**src/rtl/mvt4_pkg.sv**
```systemverilog
// Shared types and constants for the 4x4 matrix-vector transform unit.
package mvt4_pkg;

    localparam int DIM    = 4;
    localparam int IDX_W  = 2;
    localparam int DATA_W = 32;
    localparam int PROD_W = 2 * DATA_W;
    localparam int PAIR_W = PROD_W + 1;
    localparam int SUM_W  = PROD_W + 2;

    localparam logic [IDX_W-1:0] LAST_ROW = IDX_W'(DIM - 1);

    typedef enum logic {
        ACT_LOAD  = 1'b0,
        ACT_XFORM = 1'b1
    } action_t;

    // per-lane control: element write and row issue
    typedef struct packed {
        logic              wr_en;
        logic [IDX_W-1:0]  wr_row;
        logic [DATA_W-1:0] wr_data;
        logic              issue;
        logic [IDX_W-1:0]  rd_row;
    } lane_ctl_t;

    // tag that follows one row through the pipeline
    typedef struct packed {
        logic             valid;
        logic [IDX_W-1:0] row;
    } row_tag_t;

endpackage

```
**src/rtl/mvt4_merge.sv**
```systemverilog
// Merge stage: sums the four lane products, truncates the fraction and saturates.
module mvt4_merge
    import mvt4_pkg::*;
#(
    parameter int FRAC_BITS = 16
)
(
    input  logic                     clk,
    input  logic                     rst_n,
    input  row_tag_t                 tag_in,
    input  logic signed [PROD_W-1:0] prod [DIM],
    output row_tag_t                 tag_out,
    output logic signed [DATA_W-1:0] result
);

    localparam int HI_W = SUM_W - (DATA_W - 1);

    logic signed [PAIR_W-1:0] sum01_reg;
    logic signed [PAIR_W-1:0] sum23_reg;
    row_tag_t                 tag_reg;
    logic signed [SUM_W-1:0]  total;
    logic signed [SUM_W-1:0]  shifted;
    logic                     ovf;

    always_ff @(posedge clk or negedge rst_n)
    begin
        if (!rst_n)
        begin
            tag_reg <= '0;
        end
        else
        begin
            tag_reg <= tag_in;
        end
    end

    always_ff @(posedge clk)
    begin
        if (tag_in.valid)
        begin
            sum01_reg <= PAIR_W'(prod[0]) + PAIR_W'(prod[1]);
            sum23_reg <= PAIR_W'(prod[2]) + PAIR_W'(prod[3]);
        end
    end

    assign total   = SUM_W'(sum01_reg) + SUM_W'(sum23_reg);
    assign shifted = total >>> FRAC_BITS;
    // overflow when the bits above bit 31 are not a pure sign extension
    assign ovf     = |(shifted[SUM_W-1:DATA_W-1] ^ {HI_W{shifted[SUM_W-1]}});

    always_comb
    begin
        if (!ovf)
        begin
            result = shifted[DATA_W-1:0];
        end
        else if (shifted[SUM_W-1])
        begin
            result = {1'b1, {(DATA_W-1){1'b0}}};
        end
        else
        begin
            result = {1'b0, {(DATA_W-1){1'b1}}};
        end
    end

    assign tag_out = tag_reg;

endmodule
```
**config.mk**
```make
export PLATFORM = sky130hd
export DESIGN_NAME = mvt4_merge
export DESIGN_NICKNAME = d
export VERILOG_FILES = /design/src/rtl/mvt4_pkg.sv /design/src/rtl/mvt4_merge.sv
export SDC_FILE = /design/constraint.sdc
export NUM_CORES = 1
export LEC_CHECK = 0
export BUFFER_PORTS_ARGS = -buffer_cell sky130_fd_sc_hd__clkbuf_2
export CORE_MARGIN = 4
export CORE_UTILIZATION = 48
export CTS_CLUSTER_DIAMETER = 200
export DETAILED_ROUTE_END_ITERATION = 10
export PLACE_DENSITY_LB_ADDON = 0.25
export SLEW_MARGIN = 20
export SYNTH_ARGS = -nofsm -noshare
export SYNTH_HDL_FRONTEND = slang
export SYNTH_SLANG_ARGS = --single-unit
```
**constraint.sdc**
```tcl
create_clock -name clk -period 5.2 [get_ports clk]
set_clock_uncertainty 0.15 [all_clocks]
set_input_delay 0.52 -clock clk [delete_from_list [all_inputs] [get_ports clk]]
set_output_delay 0.52 -clock clk [all_outputs]
set_load 0.02 [all_outputs]
```
==> results of run 1 <==
## worst max-delay path: stages, from the launching register on
cell,delay [ns]
edfxtp_1,0.41
ha_4,0.29
a31oi_4,0.10
a2111oi_4,0.36
o21ai_2,0.13
a2111oi_4,0.36
o2111a_2,0.31
or2_4,0.17
a31oi_4,0.09
xnor2_1,0.18
or4_4,0.51
a2111oi_4,0.47
a31oi_4,0.20
buf_4,0.18
a21oi_2,0.20
buf_2,0.21
## per-layer routing
metal | vias up | GRT usage, % | routed length [µm]
met2 | 531 | 43.6 | 22100
met1 | 6829 | 33.7 | 20000
met3 | 71 | 3.58 | 2630
met4 | 2 | 7.75 | 1240
met5 | - | 0 | 9
li1 | 7229 | - | -
## placed cells by master (no fill, tap or decap), drive strengths merged, types with 8 or more instances in the layout
master   instances
a21o           101
o21bai          26
a21oi          228
o211ai          13
edfxtp         130
and3            14
a31oi           24
nand4           54
o31ai           11
xor2            56
nand2b          16
inv             51
a2111oi          9
clkbuf         295
a211oi          17
xnor2          106
a221oi          11
nand3           38
buf             57
nand2          141
nor2           106
nor2b           34
nor4            14
nor3            35
clkinv           8
o21a            17
o21ai          118
ha             192
and2            11
a31o             8
## timing repair
item                                   in CTS  in global routing
resized for setup                          28                 36
pin swaps                                   8                  2
endpoints found under the hold margin       3                  0
setup endpoints to repair                  31                 31
hold buffers                                1                  0
setup buffers                               3                  5
## cell families after synthesis
| kind of cell | count (synthesis) | synth area share [%] |
|---|---|---|
| AO/OA/AOI/OAI | 643 | 28.6 |
| AND/OR/NAND/NOR | 496 | 16.2 |
| flip-flops | 133 | 26.2 |
| multiplexers | 4 | 0.272 |
| XOR/XNOR | 162 | 9.34 |
| adder cells (fa/ha/maj) | 194 | 16.1 |
| buffers and inverters | 115 | 3.38 |
## synth_stat cells, types with 26 or more instances
| library cell | count |
|---|---|
| a21oi_1 | 190 |
| nand4_1 | 54 |
| ha_1 | 192 |
| nand2_1 | 140 |
| xnor2_1 | 106 |
| o21ai_0 | 103 |
| a21oi_2 | 35 |
| o21bai_1 | 26 |
| edfxtp_1 | 130 |
| nor2b_1 | 34 |
| nor3_1 | 34 |
| clkbuf_1 | 42 |
| nor2_1 | 105 |
| nand3_1 | 38 |
| xor2_1 | 56 |
| a21o_1 | 101 |
| inv_1 | 49 |
## layout make-up
class | count | area (µm²)
Sequential cell | 133 | 3980
Timing Repair Buffer | 335 | 1840
Multi-Input combinational cell | 1499 | 10900
Clock inverter | 13 | 136
Tap cell | 396 | 495
Fill cell | 2821 | 13000
Clock buffer | 18 | 429
Inverter | 51 | 191
## final timing paths
path / end / slack (ns) / from / cells past startpoint
max: result[16] / -0.07 / sum01_reg[1] / 15
min in group asynchronous: tag_out[2] / 0.27 / rst_n / 2
max in group asynchronous: tag_out[0] / 4.52 / rst_n / 2
min: tag_out[1] / 0.06 / tag_in[1] / 1
## power by group through the flow
stage                     Sequential, mW  Clock, mW  Combinational, mW
after CTS                           1.50       1.19               3.79
after detailed placement            1.51          0               3.68
after global placement              1.51          0               3.66
after global routing                1.51       1.23               4.20
final                               1.49       1.17               3.87
after floorplan                     1.48          0               2.64
## through the flow
stage               utilization, %  cells
global placement              55.4   2405
global route                  58.1   2445
finish                        58.1   2445
CTS                           57.8   2440
floorplan                        -   1747
detailed placement            55.4   2405
==> out/results.tsv, run 1 <==
metric	value	unit
Starting Density	49.2	%
max_cap viols	0	
Distinct cells, synth	88	
CP startpoint kind	flop	
Switching Share	44.9	%
placed cell areas	17100	µm²
power per cell area	364	nW/µm²
Max Freq	190	MHz
final setup vio count	20	
CTS tree	built	
die width	186	µm
first-pass GRT wire length	70.9	mm
DR iter-0 viols	1039	
# diodes	0	
most used flip-flop cell after synthesis	edfxtp_1	
Yosys reg bits	133	
die height	186	µm
number of remaining DRC errors	0	
synthesized area per cell	8.70	µm²
placer congestion estimate	0.959	
via count	14662	
Peak VDD IR	0.254	mV
final hold slack	0.0594	ns
Port Buffers	295	
Final Net Count	2492	
Netlist Area Pre-Place	15200	µm²
DP HPWL	38.2	mm
failing checks	setup timing	
gr ovfl total	0	
status	finished, violations left	
switching power	2.93	mW
post-route setup slack	-0.0722	ns
Sum Neg Setup Slack	-0.253	ns
Power Internal	3.60	mW
Post-synth ARST share	2.26	%
RSZ-0062 raised after global routing	yes	
Worst Hold Class	in2reg	
routed wire length	46.0	mm
Yosys warning total	0	
Gate power share	59.3	%
register area share after synthesis	26.2	%
share of post-route cells with drive strength above 1	22.4	%
CTS buffer count	17	
min Tclk post-route	5.27	ns
vias in the first global route	13898	
Setup WS pre-CTS	-0.0821	ns
Crit Path Class	reg2out	
Sink Count	133	
Cells after Synth	1747	
Final Max Tran Viols	0	
die area	34600	µm²
Synth top area share	25.7	%
worst-path fanout max	4	
largest net degree at the start of global routing	64	
synth top area cells	edfxtp_1 (26%), ha_1 (16%), a21oi_1 (6.3%)	
area grow syn2layout	18.1	%
IO Pins	296	
initial antenna violation count	1	
Root Driver	clkbuf_16	
worst slew pin tran	1.12	ns
Reg power frac	22.9	%
post-route ant nets	0	
gr usage total	25.6	%
worst endpoint required time	4.53	ns
maximum root-to-sink buffer count	2	
Worst slew margin	24.8	%
CP arrival	4.60	ns
EDFF count, synth	130	
final period utilization	101	%
row cnt	64	
Avg WL per Cell	18.8	µm
final instance area	18000	µm²
Static Leak	7.86	nW
Final Hold Fails	0	
endpoint type of the worst setup path	output pin	
CTS clk-pin slew, worst paths	0.06	ns
overall power	6.53	mW
Core ar.	30900	µm²
clock share of power	17.9	%
drt via density	6.00	
area leader, netlist	edfxtp_1	
htree depth	4	
Synth Net Count	2202	
Detailed Routing Iterations Pass 1	5	
(Power assumes the default switching activity.)
==> inputs of run 2 (changes only) <==
==> constraint.sdc (replaced) <==
create_clock -name clk -period 5.05 [get_ports clk]
set_clock_uncertainty 0.15 [all_clocks]
set_input_delay 0.505 -clock clk [delete_from_list [all_inputs] [get_ports clk]]
set_output_delay 0.505 -clock clk [all_outputs]
set_load 0.02 [all_outputs]
==> out/results.tsv, run 2 (synthesized netlist as in run 1, its figures left out) <==
metric	value	unit	change
gr ovfl total	0		unchanged
worst slew pin tran	0.966	ns	was 1.12 ns
Final Net Count	2507		was 2492
routed wire length	45.9	mm	was 46.0 mm
area grow syn2layout	20.7	%	was 18.1%
Cells after DPL	2418		was 2405
crit path from	sum23_reg[1]		was sum01_reg[1]
drt via density	5.96		was 6.00
final period utilization	102	%	
Detailed Routing Iterations Pass 1	5		unchanged
share of post-route cells with drive strength above 1	24.2	%	was 22.4%
post-route setup slack	-0.117	ns	was -0.0722 ns
worst-path fanout max	14		was 4
Avg WL per Cell	18.6	µm	was 18.8 µm
# diodes	0		unchanged
final setup vio count	31		was 20
row cnt	64		unchanged
post-route ant nets	0		unchanged
power per cell area	384	nW/µm²	was 364 nW/µm²
Worst slew margin	35.2	%	was 24.8%
max_cap viols	0		unchanged
final hold slack	0.0498	ns	was 0.0594 ns
most frequent cells in the layout	clkbuf_2 (279), a21oi_1 (185), ha_1 (172)		was clkbuf_2 (277), a21oi_1 (188), ha_1 (188)
largest net degree at the start of global routing	47		was 64
via count	14663		was 14662
CTS buffer count	17		unchanged
Core ar.	30900	µm²	unchanged
DR iter-0 viols	1149		was 1039
Sink Count	133		unchanged
Root Driver	clkbuf_16		unchanged
die area	34600	µm²	unchanged
Peak VDD IR	0.241	mV	was 0.254 mV
most common cell after layout, fill and taps aside	clkbuf_2		unchanged
first-pass GRT wire length	70.4	mm	was 70.9 mm
failing checks	setup timing		unchanged
gr usage total	25.4	%	was 25.6%
Starting Density	49.2	%	unchanged
CP arrival	4.51	ns	was 4.60 ns
status	finished, violations left		unchanged
Static Leak	7.97	nW	was 7.86 nW
DP HPWL	38.2	mm	about the same
non-filler cells, final	2461		was 2445
maximum root-to-sink buffer count	2		unchanged
Worst Hold Class	in2reg		unchanged
number of remaining DRC errors	0		unchanged
initial antenna violation count	0		was 1
RSZ-0062 raised after global routing	yes		unchanged
CTS tree	built		unchanged
endpoint type of the worst setup path	output pin		unchanged
IO Pins	296		unchanged
Port Buffers	295		unchanged
hold path startpoint	tag_in[1]		unchanged
Final Hold Fails	0		unchanged
Final Max Tran Viols	0		unchanged
htree depth	4		unchanged
CTS clk-pin slew, worst paths	0.06	ns	about the same
die height	186	µm	unchanged
Max Freq	194	MHz	
placer congestion estimate	0.938		was 0.959
die width	186	µm	unchanged
Crit Path Class	reg2out		unchanged
min Tclk post-route	5.17	ns	
worst endpoint required time	4.39	ns	was 4.53 ns
vias in the first global route	13896		was 13898
CP startpoint kind	flop		unchanged
==> run 2: cell count changes in the layout (fill, tap and decap cells not counted), moves of 3 or more <==
cell      delta
a21oi_1      -3
a21oi_2      +5
buf_2       -10
buf_4       +13
buf_6        +7
clkinv_2     -3
ha_1        -16
ha_2        +11
ha_4         +5
inv_6        +3
nor2_1       -3
nor2_2       +3
o21ai_0      -3
==> run 2: worst paths after layout <==
kind                       cells after the start  slack [ns]    endpoint
max in group asynchronous                      2        4.37  tag_out[2]
min                                            1        0.05  tag_out[1]
max                                           15       -0.12   result[0]
min in group asynchronous                      2        0.27  tag_out[0]
==> run 2: metal layers <==
| metal | routed length (µm) | vias up | share of wire, % | track usage (%) |
|---|---|---|---|---|
| met1 | 20100 | 6824 | 44 | 33.7 |
| met5 | 0 | - | 0 | 0 |
| li1 | - | 7267 | - | - |
| met3 | 2580 | 73 | 5.6 | 3.21 |
| met2 | 21900 | 499 | 48 | 43.4 |
| met4 | 1210 | 0 | 2.6 | 7.61 |
==> run 2: worst max-delay path: stages, from the launching register on <==
cell and delay [ns]:
edfxtp_1 0.43, ha_4 0.30, a31oi_4 0.10, a2111oi_4 0.38, o21ai_2 0.13, a2111oi_4 0.35, o2111a_2 0.28, or2_4 0.17
a31oi_4 0.10, xnor2_2 0.17, or4_4 0.50, a2111oi_4 0.41, a41o_4 0.34, buf_12 0.17, a21oi_1 0.09, buf_2 0.17
==> run 2: what timing repair did <==
item / in CTS / in global routing
hold buffers: 1 / 0
gates resized for setup: 37 / 69
pin swaps: 8 / 2
endpoints found under the hold margin: 3 / 0
buffers inserted: 7 / 3
endpoints found under the setup margin: 31 / 31
==> run 2: metrics by stage <==
stage	worst slack [ns]	TNS (ns)	cell area, µm²	total power [mW]	util [%]
after floorplan	0.743	0	15200	4.24	-
after global placement	0.0899	0	17200	5.35	55.7
after detailed placement	-0.0104	-0.0331	17200	5.39	55.7
after CTS	-0.133	-3.22	18100	6.86	58.5
after global routing	-0.238	-6.62	18300	7.45	59.3
final	-0.117	-2.56	18300	7.04	59.3
==> run 2: where the power goes <==
part	internal, mW	switching, mW
clock	0.830	0.513
sequential	1.46	0.0883
combinational	1.65	2.49
==> run 2: cell type report <==
cell class,count,area [µm²]
clock inverters,15,203
fillers,2807,12600
inverters,51,194
clock buffers,17,425
repair buffers,350,2020
well taps,396,495
multi-input cells,1499,11000
flip-flops and latches,133,3980
